`src/design/hcbd_pkg.sv`:
```
`default_nettype none
package hcbd_pkg;

    typedef enum logic [2:0] {
        PH_SIZE,
        PH_SIZE_LF,
        PH_DATA,
        PH_DATA_CR,
        PH_DATA_LF,
        PH_DROP
    } t_phase;

    typedef enum logic [1:0] {
        KIND_DATA,
        KIND_ZERO,
        KIND_ERROR,
        KIND_ENDED
    } t_kind;

    typedef struct packed {
        logic [7:0] data;
        logic       has_data;
        logic       has_end;
        t_kind      end_kind;
    } t_op;

    localparam int QUEUE_DEPTH = 4;
    localparam int QUEUE_AW    = $clog2(QUEUE_DEPTH);

    localparam logic [7:0] BYTE_CR = 8'd13;
    localparam logic [7:0] BYTE_LF = 8'd10;

    // bit 4 set: not a hex digit
    function automatic logic [4:0] hex_value(input logic [7:0] c);
        logic [4:0] v;
        v = 5'd16;
        if (c >= 8'd48 && c <= 8'd57) begin
            v = 5'(c - 8'd48);
        end else if (c >= 8'd97 && c <= 8'd102) begin
            v = 5'(c - 8'd87);
        end else if (c >= 8'd65 && c <= 8'd70) begin
            v = 5'(c - 8'd55);
        end
        return v;
    endfunction

endpackage
`default_nettype wire

```
`src/design/http_chunked_body_decoder_unit.sv`:
```
// Chunked HTTP body decoder. Raw body bytes enter on the slave stream one word
// per cycle while the queue is not full; data bytes of each chunk leave on the
// master stream with tuser 0, and a body closes with one word of tlast high
// whose tuser gives the reason: 1 zero-size chunk, 2 format error, 3 input
// ended. After a stop the rest of the body is dropped up to the input word
// marked tlast. The input side takes one word every cycle; tready drops only
// when the queue is full. The output side gives one word a cycle while the
// queue is not empty and tready is high, but a final data byte marked tlast
// yields two output words. A four-entry queue between the parser and the
// output sequencer absorbs that and any downstream stall. SIZE_DIGITS sets the
// longest size line accepted and the byte counter width (4 bits per digit).
`default_nettype none
module http_chunked_body_decoder_unit #(
    parameter int SIZE_DIGITS = 8
) (
    input  wire logic        i_clk,
    input  wire logic        i_rst_n,
    input  wire logic        i_s_tvalid,
    output logic             o_s_tready,
    input  wire logic [7:0]  i_s_tdata,   // [7:0] in_byte
    input  wire logic        i_s_tlast,
    output logic             o_m_tvalid,
    input  wire logic        i_m_tready,
    output logic [7:0]       o_m_tdata,   // [7:0] out_byte
    output logic [1:0]       o_m_tuser,   // [1:0] out_kind
    output logic             o_m_tlast
);
    logic          push, pop, full, empty;
    hcbd_pkg::t_op push_op, head_op;

    hcbd_front #(
        .SIZE_DIGITS(SIZE_DIGITS)
    ) u_front (
        .i_clk   (i_clk),
        .i_rst_n (i_rst_n),
        .i_valid (i_s_tvalid),
        .o_ready (o_s_tready),
        .i_byte  (i_s_tdata),
        .i_last  (i_s_tlast),
        .i_full  (full),
        .o_push  (push),
        .o_op    (push_op)
    );

    hcbd_queue u_queue (
        .i_clk   (i_clk),
        .i_rst_n (i_rst_n),
        .i_push  (push),
        .i_op    (push_op),
        .o_full  (full),
        .i_pop   (pop),
        .o_head  (head_op),
        .o_empty (empty)
    );

    hcbd_back u_back (
        .i_clk   (i_clk),
        .i_rst_n (i_rst_n),
        .i_head  (head_op),
        .i_empty (empty),
        .o_pop   (pop),
        .o_valid (o_m_tvalid),
        .i_ready (i_m_tready),
        .o_data  (o_m_tdata),
        .o_user  (o_m_tuser),
        .o_last  (o_m_tlast)
    );
endmodule
`default_nettype wire

```
`src/design/hcbd_front.sv`:
```
`default_nettype none
module hcbd_front #(
    parameter int SIZE_DIGITS = 8
) (
    input  wire logic        i_clk,
    input  wire logic        i_rst_n,
    input  wire logic        i_valid,
    output logic             o_ready,
    input  wire logic [7:0]  i_byte,
    input  wire logic        i_last,
    input  wire logic        i_full,
    output logic             o_push,
    output hcbd_pkg::t_op    o_op
);
    localparam int BW  = 4 * SIZE_DIGITS;
    localparam int DCW = $clog2(SIZE_DIGITS + 1);

    hcbd_pkg::t_phase r_phase, n_phase;
    logic [BW-1:0]    r_left, n_left;
    logic [DCW-1:0]   r_cnt, n_cnt;

    logic             accept;
    logic             stop;
    hcbd_pkg::t_kind  stop_kind;
    logic [4:0]       hv;

    assign o_ready = !i_full;
    assign accept  = i_valid && !i_full;
    assign hv      = hcbd_pkg::hex_value(i_byte);

    always_comb begin
        n_phase   = r_phase;
        n_left    = r_left;
        n_cnt     = r_cnt;
        stop      = 1'b0;
        stop_kind = hcbd_pkg::KIND_ERROR;
        o_op      = '0;
        o_op.data = i_byte;
        unique case (r_phase)
            hcbd_pkg::PH_SIZE: begin
                if (i_byte == hcbd_pkg::BYTE_CR) begin
                    n_phase = hcbd_pkg::PH_SIZE_LF;
                end else if (!hv[4] && r_cnt < DCW'(SIZE_DIGITS)) begin
                    n_left = BW'({r_left, hv[3:0]});
                    n_cnt  = r_cnt + DCW'(1);
                end else begin
                    stop = 1'b1;
                end
            end
            hcbd_pkg::PH_SIZE_LF: begin
                if (i_byte != hcbd_pkg::BYTE_LF) begin
                    stop = 1'b1;
                end else if (r_left == '0) begin
                    stop      = 1'b1;
                    stop_kind = hcbd_pkg::KIND_ZERO;
                end else begin
                    n_phase = hcbd_pkg::PH_DATA;
                end
            end
            hcbd_pkg::PH_DATA: begin
                o_op.has_data = 1'b1;
                n_left        = r_left - BW'(1);
                if (r_left == BW'(1)) begin
                    n_phase = hcbd_pkg::PH_DATA_CR;
                end
            end
            hcbd_pkg::PH_DATA_CR: begin
                if (i_byte == hcbd_pkg::BYTE_CR) begin
                    n_phase = hcbd_pkg::PH_DATA_LF;
                end else begin
                    stop = 1'b1;
                end
            end
            hcbd_pkg::PH_DATA_LF: begin
                if (i_byte == hcbd_pkg::BYTE_LF) begin
                    n_phase = hcbd_pkg::PH_SIZE;
                    n_left  = '0;
                    n_cnt   = '0;
                end else begin
                    stop = 1'b1;
                end
            end
            default: begin
            end
        endcase

        if (r_phase == hcbd_pkg::PH_DROP) begin
            if (i_last) begin
                n_phase = hcbd_pkg::PH_SIZE;
                n_left  = '0;
                n_cnt   = '0;
            end
        end else if (stop) begin
            o_op.has_end  = 1'b1;
            o_op.end_kind = stop_kind;
            n_phase       = i_last ? hcbd_pkg::PH_SIZE : hcbd_pkg::PH_DROP;
            n_left        = '0;
            n_cnt         = '0;
        end else if (i_last) begin
            o_op.has_end  = 1'b1;
            o_op.end_kind = hcbd_pkg::KIND_ENDED;
            n_phase       = hcbd_pkg::PH_SIZE;
            n_left        = '0;
            n_cnt         = '0;
        end
    end

    assign o_push = accept && (o_op.has_data || o_op.has_end);

    always_ff @(posedge i_clk) begin
        if (!i_rst_n) begin
            r_phase <= hcbd_pkg::PH_SIZE;
            r_left  <= '0;
            r_cnt   <= '0;
        end else if (accept) begin
            r_phase <= n_phase;
            r_left  <= n_left;
            r_cnt   <= n_cnt;
        end
    end
endmodule
`default_nettype wire

```
`src/design/hcbd_queue.sv`:
```
`default_nettype none
module hcbd_queue (
    input  wire logic           i_clk,
    input  wire logic           i_rst_n,
    input  wire logic           i_push,
    input  wire hcbd_pkg::t_op  i_op,
    output logic                o_full,
    input  wire logic           i_pop,
    output hcbd_pkg::t_op       o_head,
    output logic                o_empty
);
    hcbd_pkg::t_op                r_mem [hcbd_pkg::QUEUE_DEPTH];
    logic [hcbd_pkg::QUEUE_AW-1:0] r_wr, r_rd;
    logic [hcbd_pkg::QUEUE_AW:0]   r_count;

    assign o_full  = r_count == (hcbd_pkg::QUEUE_AW+1)'(hcbd_pkg::QUEUE_DEPTH);
    assign o_empty = r_count == '0;
    assign o_head  = r_mem[r_rd];

    always_ff @(posedge i_clk) begin
        if (i_push) begin
            r_mem[r_wr] <= i_op;
        end
    end

    always_ff @(posedge i_clk) begin
        if (!i_rst_n) begin
            r_wr    <= '0;
            r_rd    <= '0;
            r_count <= '0;
        end else begin
            if (i_push) begin
                r_wr <= r_wr + hcbd_pkg::QUEUE_AW'(1);
            end
            if (i_pop) begin
                r_rd <= r_rd + hcbd_pkg::QUEUE_AW'(1);
            end
            if (i_push && !i_pop) begin
                r_count <= r_count + (hcbd_pkg::QUEUE_AW+1)'(1);
            end else if (i_pop && !i_push) begin
                r_count <= r_count - (hcbd_pkg::QUEUE_AW+1)'(1);
            end
        end
    end
endmodule
`default_nettype wire

```
`src/design/hcbd_back.sv`:
```
`default_nettype none
module hcbd_back (
    input  wire logic           i_clk,
    input  wire logic           i_rst_n,
    input  wire hcbd_pkg::t_op  i_head,
    input  wire logic           i_empty,
    output logic                o_pop,
    output logic                o_valid,
    input  wire logic           i_ready,
    output logic [7:0]          o_data,
    output logic [1:0]          o_user,
    output logic                o_last
);
    logic r_second;
    logic show_data;
    logic split;

    assign show_data = i_head.has_data && !r_second;
    assign split     = show_data && i_head.has_end;

    assign o_valid = !i_empty;
    assign o_data  = show_data ? i_head.data : 8'd0;
    assign o_user  = show_data ? 2'(hcbd_pkg::KIND_DATA) : 2'(i_head.end_kind);
    assign o_last  = !show_data;
    assign o_pop   = o_valid && i_ready && !split;

    // data word goes first, end word on the next handshake
    always_ff @(posedge i_clk) begin
        if (!i_rst_n) begin
            r_second <= 1'b0;
        end else if (o_valid && i_ready) begin
            r_second <= split;
        end
    end
endmodule
`default_nettype wire
```
`config.mk`:
```
export PLATFORM = sky130hd
export DESIGN_NAME = http_chunked_body_decoder_unit
export DESIGN_NICKNAME = d
export VERILOG_FILES = /design/src/design/hcbd_pkg.sv /design/src/design/http_chunked_body_decoder_unit.sv /design/src/design/hcbd_front.sv /design/src/design/hcbd_queue.sv /design/src/design/hcbd_back.sv
export SDC_FILE = /design/constraint.sdc
export NUM_CORES = 1
export LEC_CHECK = 0
export BUFFER_PORTS_ARGS = -buffer_cell sky130_fd_sc_hd__buf_2
export CORE_ASPECT_RATIO = 0.5
export CORE_MARGIN = 1.5
export CORE_UTILIZATION = 50
export CTS_BUF_LIST = sky130_fd_sc_hd__clkbuf_8
export CTS_CLUSTER_SIZE = 25
export DETAILED_ROUTE_END_ITERATION = 8
export MAX_ROUTING_LAYER = met4
export PLACE_DENSITY = 0.67
export SLEW_MARGIN = 20
export SYNTH_ARGS = -nofsm -noshare
export SYNTH_HDL_FRONTEND = slang
export SYNTH_SLANG_ARGS = --single-unit
```
`constraint.sdc`:
```
create_clock -name i_clk -period 4.1 [get_ports i_clk]
set_input_delay 0.82 -clock i_clk [delete_from_list [all_inputs] [get_ports i_clk]]
set_output_delay 0.82 -clock i_clk [all_outputs]
set_load 0.1 [all_outputs]
```
# Word-level counts from Yosys, hierarchy flattened
# Memories as Yosys holds them, arrays and structs flattened. A register that Yosys moved wholly into a read port is not among the register bits.
# Cells that the tools add are included.
[classes] n_lt_le_gt_ge=7 n_addsub=9 eq_ne=10 n_mux=50 n_reduce_logical=25
[ops] operator="32-bit two-way mux" n=6
[ops] operator="32-bit one-hot mux with 3 select lines" n=1
[ops] operator="3-bit two-way mux" n=15
[ops] operator="32-bit by 1-bit == test with 1-bit output (second input constant)" n=1
[ops] operator="32-bit zero test" n=1
[ops] operator="32-bit by 1-bit subtractor with 32-bit output (second input constant)" n=1
[ops] operator="4-bit two-way mux" n=6
[ops] operator="8-bit by 4-bit == test with 1-bit output (second input constant)" n=2
[ops] operator="8-bit by 7-bit greater-or-equal comparator with 1-bit output (second input constant)" n=2
[ops] operator="8-bit by 7-bit less-or-equal comparator with 1-bit output (second input constant)" n=2
[ops] operator="5-bit two-way mux" n=3
[ops] operator="3-bit one-hot mux with 5 select lines" n=1
[ops] operator="5-bit subtractor (second input constant)" n=3
[ops] operator="1-bit logical AND" n=12
[ops] operator="2-bit two-way mux" n=6
[ops] operator="3-bit == test (second input constant)" n=3
[ops] operator="1-bit two-way mux" n=9
[ops] operator="8-bit by 6-bit greater-or-equal comparator with 1-bit output (second input constant)" n=1
[ops] operator="8-bit by 6-bit less-or-equal comparator with 1-bit output (second input constant)" n=1
[ops] operator="1-bit zero test" n=8
[ops] operator="8-bit two-way mux" n=1
[ops] operator="8-bit by 4-bit != test with 1-bit output (second input constant)" n=1
[ops] operator="4-bit one-hot mux with 2 select lines" n=1
[ops] operator="3-bit by 2-bit == test with 1-bit output (second input constant)" n=2
[ops] operator="10 further kinds" n=12
[totals] elab_cells=109 reg_bits=47 ramBits=48 input_bits=13 out_inout_bits=13 memories=1
[mem_list] name="u_queue.r_mem" words=4 width=12 rd=1 rd_ports_with_merged_regs=1 write_ports=1 line_no="hcbd_queue.sv:12" source="hcbd_pkg::t_op r_mem [hcbd_pkg::QUEUE_DEPTH];"

# Depth between registers and ports, before layout
[logic_depth] word_depth=18 mapped_depth=15 depth_no_buf=14

# Cells and area by module
# Synthesis repeated with hierarchy kept, for this count alone.
[hier_totals] cells_unflattened=606 hier_area_um2=5716.7
[by_module_without_submodules] mod="hcbd_front" cells_each=481 area_per_inst_um2=3387.0 seq_area_each_um2=780.7 instances=1
[by_module_without_submodules] mod="hcbd_queue" cells_each=105 area_per_inst_um2=2180.8 seq_area_each_um2=1621.6 instances=1
[by_module_without_submodules] mod="hcbd_back" cells_each=20 area_per_inst_um2=148.9 seq_area_each_um2=20.0 instances=1

# Least setup slack after synthesis
# OpenSTA, ideal clock, no wires.
[synth_timing] kind="register to output" start="register (tool-made name)" end="output port o_m_tuser[0]" setup_slack_ns=0.394 required_ns=3.280 arrival_ns=2.886 path_buffers=1 stages_incl_launch_ff=5 path_cell_list="dfxtp_1 mux4_2 nand2b_1 clkbuf_1 and2_1"
[synth_lines] item="end, declared" line_no="http_chunked_body_decoder_unit.sv:25" source="output logic [1:0] o_m_tuser,"

# Worst setup path after layout
[layout_timing] start="register u_front.r_left[24]" end="register u_queue.r_count[2] in the netlist's numbering"
[layout_between] elab_chain_cells=11 elab_cells_between_ends=13 classes_between="mux: 6; reduce/logical: 7"
[layout_lines] item="start, declared" line_no="hcbd_front.sv:19" source="logic [BW-1:0] r_left, n_left;"
[layout_lines] item="start signal, assigned" line_no="hcbd_front.sv:117" source="r_left <= n_left;"
[layout_lines] item="32-bit zero test (*)" line_no="hcbd_front.sv:53" source="end else if (r_left == '0) begin"
[layout_lines] item="1-bit two-way mux (*)" line_no="hcbd_front.sv:53"
[layout_lines] item="1-bit two-way mux (*)" line_no="hcbd_front.sv:51" source="if (i_byte != hcbd_pkg::BYTE_LF) begin"
[layout_lines] item="1-bit one-hot mux with 4 select lines (*)" line_no="hcbd_front.sv:39" source="unique case (r_phase)"
[layout_lines] item="3-bit two-way mux (*)" line_no="hcbd_front.sv:93" source="end else if (stop) begin"
[layout_lines] item="3-bit two-way mux (*)" line_no="hcbd_front.sv:87" source="if (r_phase == hcbd_pkg::PH_DROP) begin"
[layout_lines] item="1-bit logical OR (*)" line_no="hcbd_front.sv:108" source="assign o_push = accept && (o_op.has_data || o_op.has_end);"
[layout_lines] item="1-bit logical AND (*)" line_no="hcbd_front.sv:108"
[layout_lines] item="net push" line_no="http_chunked_body_decoder_unit.sv:28" source="logic push, pop, full, empty;"
[layout_lines] item="1-bit zero test" line_no="hcbd_queue.sv:40" source="end else if (i_pop && !i_push) begin"
[layout_lines] item="1-bit logical AND" line_no="hcbd_queue.sv:40"
[layout_lines] item="2-bit nonzero test (no source line)"
[layout_lines] item="end signal, assigned" line_no="hcbd_queue.sv:39" source="r_count <= r_count + (hcbd_pkg::QUEUE_AW+1)'(1);"
[layout_lines] item="end signal, assigned" line_no="hcbd_queue.sv:41" source="r_count <= r_count - (hcbd_pkg::QUEUE_AW+1)'(1);"
[layout_lines] item="end, declared" line_no="hcbd_queue.sv:14" source="logic [hcbd_pkg::QUEUE_AW:0] r_count;"
# The timed path passes the listed nets; every way through them passes the cells marked *.
# A chain may end at the register's enable or synchronous reset.

==> run summary <==
Die W = 153 um
Worst Setup Start Kind = register
Post-Syn Nets = 625
Max Slew Vio Count = 0
Failing checks = DRC
WHS Path Cells = 2
Worst slew pin tran = 944 ps
Rel. slew slack = 0.367
R2r endpoint = u_queue.r_count[2]$_SDFFE_PN0P_
Site Rows = 27
PwrDens = 529 nW/um2
CTS sink cnt = 97
WP data arrival = 4060 ps
Synth Instances = 599
Final net count = 654
Iter 0 DRT Violations = 573
Status = complete, but fails checks
Chip Height = 78.1 um
Tmin final = 3760 ps
YS warnings = 0
Core Util, Final = 0.569
Cts repair resizes = 0
Final instance area = 6250 um2
Achievable Freq = 266 MHz
Longest Clk Path Bufs = 2
Fin Setup TNS = 0 ps
Seq/Total Area, Yosys = 0.429
Max VDD drop = 0.317 mV
Setup violators final = 0
R2R setup slack = 340 ps
LEAKAGE = 2.24 nW
Total chip power = 3.30 mW
DRT Pass-1 Iters = 7
HPWL Detailed = 10.5 mm
Antenna Nets Post-Route = 0
Top_reg_cell synth = dfxtp_1
Crit Path Max Fanout = 6
Worst-Skew Late Latency = 380 ps
Wire per inst = 19.6 um
Syn avg cell area = 9.42 um2
Layout Skew = 14.2 ps
Layout cell share with drive strength beyond 1 = 0.171
Part of the cycle the worst path needs = 0.917
Via density per instance = 6.43
Worst Setup EP = u_queue.r_count[2]$_SDFFE_PN0P_
H-tree levels = 3
GPL Wtd Cong = 0.940
Vias in the first global route = 4652
Worst hold slack = 510 ps
Synth async-reset ratio = 0
Area Growth Syn to Fin = 10.7%
Largest net degree at the start of global routing = 28
Distinct cell type count after synthesis = 73
Routed WL = 15.3 mm
Cts bufs inserted = 9
Initial core utilization = 0.514
Post-CTS Hold Fix Bufs = 0
Max-cap violations = 0
ANT cells = 0
Fillcell total = 974
Post-Syn Area = 5650 um2
Port bufs = 25
Total gr overflow = 0
Total GRT Usage = 0.273
RSZ-0062 raised after global routing = false
Setup crit start = u_front.r_left[24]$_SDFFE_PN0P_
Post-DP Area = 6030 um2
Initial antenna violation count = 0
Residual DRC count = 4
Root Driver = clkbuf_8
Min-Delay Path Class = register to register
R2R depth = 12
Via count = 5004
First-pass GRT wire length = 24.8 mm
Seq cells post-synth = 97
CP Data Required Time = 4400 ps
Number of setup buffers added after CTS = 0
Worst-path clk slew = 100 ps
Crit path capture type = register
Reg-to-Reg Start = u_front.r_left[24]$_SDFFE_PN0P_
Die Area = 12000 um2
# IOs = 26
TritonCTS clock tree = yes
Post-synth EDFFs = 48
Setup CP Type = register to register
Core Region = 11000 um2
Final Hold Viols = 0
==> cells in the mapped netlist, types with 5 or more instances <==
master    instances  area share
nand2_1          56       0.037
dfxtp_1          49        0.17
edfxtp_1         48        0.26
a21oi_1          45       0.040
nor2_1           44       0.029
o21ai_0          36       0.032
clkbuf_1         29       0.019
nand3_1          26       0.023
nor3_1           20       0.018
inv_1            16       0.011
nor4_1           13       0.014
ha_1             12       0.027
mux4_2           12       0.048
nor2b_1          12       0.013
a31oi_1          11       0.012
a32o_1            9       0.016
and2_1            9       0.010
or3_1             9       0.010
xor2_1            9       0.014
nand2b_1          8      0.0089
mux2i_1           6       0.011
a21o_1            5      0.0066
nand4_1           5      0.0055
o22ai_1           5      0.0055
==> per-stage QoR <==
stage | setup slack [ps] | std cells
detailed placement | 264 | 762
global route | 189 | 778
CTS | 365 | 778
finish | 342 | 778
floorplan | 394 | 599
global placement | 348 | 762
==> placed cells by master, fill, tap and decap left out, drive strengths merged, types with 5 or more instances in the layout <==
| cell | n |
|---|---|
| dfxtp | 49 |
| nand2 | 57 |
| xor2 | 9 |
| a32o | 9 |
| nand3 | 26 |
| nand2b | 8 |
| or3 | 9 |
| clkbuf | 9 |
| a31oi | 11 |
| ha | 12 |
| nand4 | 5 |
| mux4 | 12 |
| o22ai | 6 |
| buf | 58 |
| a21o | 5 |
| and2 | 10 |
| nor2b | 12 |
| mux2i | 6 |
| edfxtp | 48 |
| a21oi | 46 |
| nor4 | 13 |
| inv | 20 |
| o21ai | 40 |
| nor3 | 21 |
| nor2 | 44 |
==> worst max-delay path: stages, from the launching register on <==
cell,delay [ps]
dfxtp_1,380
or4_4,540
or4b_4,540
nor4b_4,460
nor3_2,140
and2_4,200
o22ai_4,180
ha_1,210
inv_1,60
fa_1,370
xor2_1,170
or3_1,310
a21oi_1,130
==> flip-flops by register name, indices dropped and copies added (netlist names), named ones only <==
signal	cells
u_front.r_cnt	4
u_front.r_phase	3
u_queue.r_count	3
u_queue.r_wr	2
u_queue.r_mem	48
u_front.r_left	32
u_queue.r_rd	2
u_back.r_second	1
==> routing by layer <==
layer	track usage	share of wire	vias to the layer above
met4	0.0873	0.025	0
met3	0.0552	0.083	39
li1	-	-	2333
met2	0.407	0.43	237
met1	0.375	0.46	2395
met5	-	0	-
==> cells by family after synthesis <==
logic type	Yosys count	synth area share
buffers and inverters	56	0.0414
adders and majority gates	13	0.0301
and+or+nand+nor	222	0.201
AOI/OAI and AO/OA	178	0.216
DFF	97	0.429
xor gates and xnor gates	13	0.0202
muxes	20	0.0625
==> power breakdown <==
part	switching (mW)	internal, mW
sequential	0.0576	1.16
combinational	1.02	0.391
clock	0.377	0.299
total	1.46	1.85
==> area by class of cell <==
cell class	count	area (um2)	share of cell area
Sequential cell	97	2420	0.388
Tap cell	145	181	0.0290
Timing Repair Buffer	58	373	0.0597
Clock buffer	9	124	0.0198
Inverter	16	60.1	0.00961
Multi-Input combinational cell	446	2990	0.479
Clock inverter	7	92.6	0.0148
==> worst min path at each step <==
stage / start / endpoint / slack, ps
finish: u_queue.r_wr[1]$_SDFFE_PN0P_ / u_queue.r_wr[1]$_SDFFE_PN0P_ / 510
global route: u_front.r_cnt[3]$_SDFFE_PN0P_ / u_front.r_cnt[3]$_SDFFE_PN0P_ / 540
CTS: u_queue.r_count[2]$_SDFFE_PN0P_ / u_queue.r_count[2]$_SDFFE_PN0P_ / 520
detailed placement: u_front.r_cnt[3]$_SDFFE_PN0P_ / u_front.r_cnt[3]$_SDFFE_PN0P_ / 500
global placement: u_queue.r_wr[0]$_SDFFE_PN0P_ / u_queue.r_wr[0]$_SDFFE_PN0P_ / 490
floorplan: u_back.r_second$_SDFFE_PN0P_ / u_back.r_second$_SDFFE_PN0P_ / 460
Power figures use the tool's default switching activity.
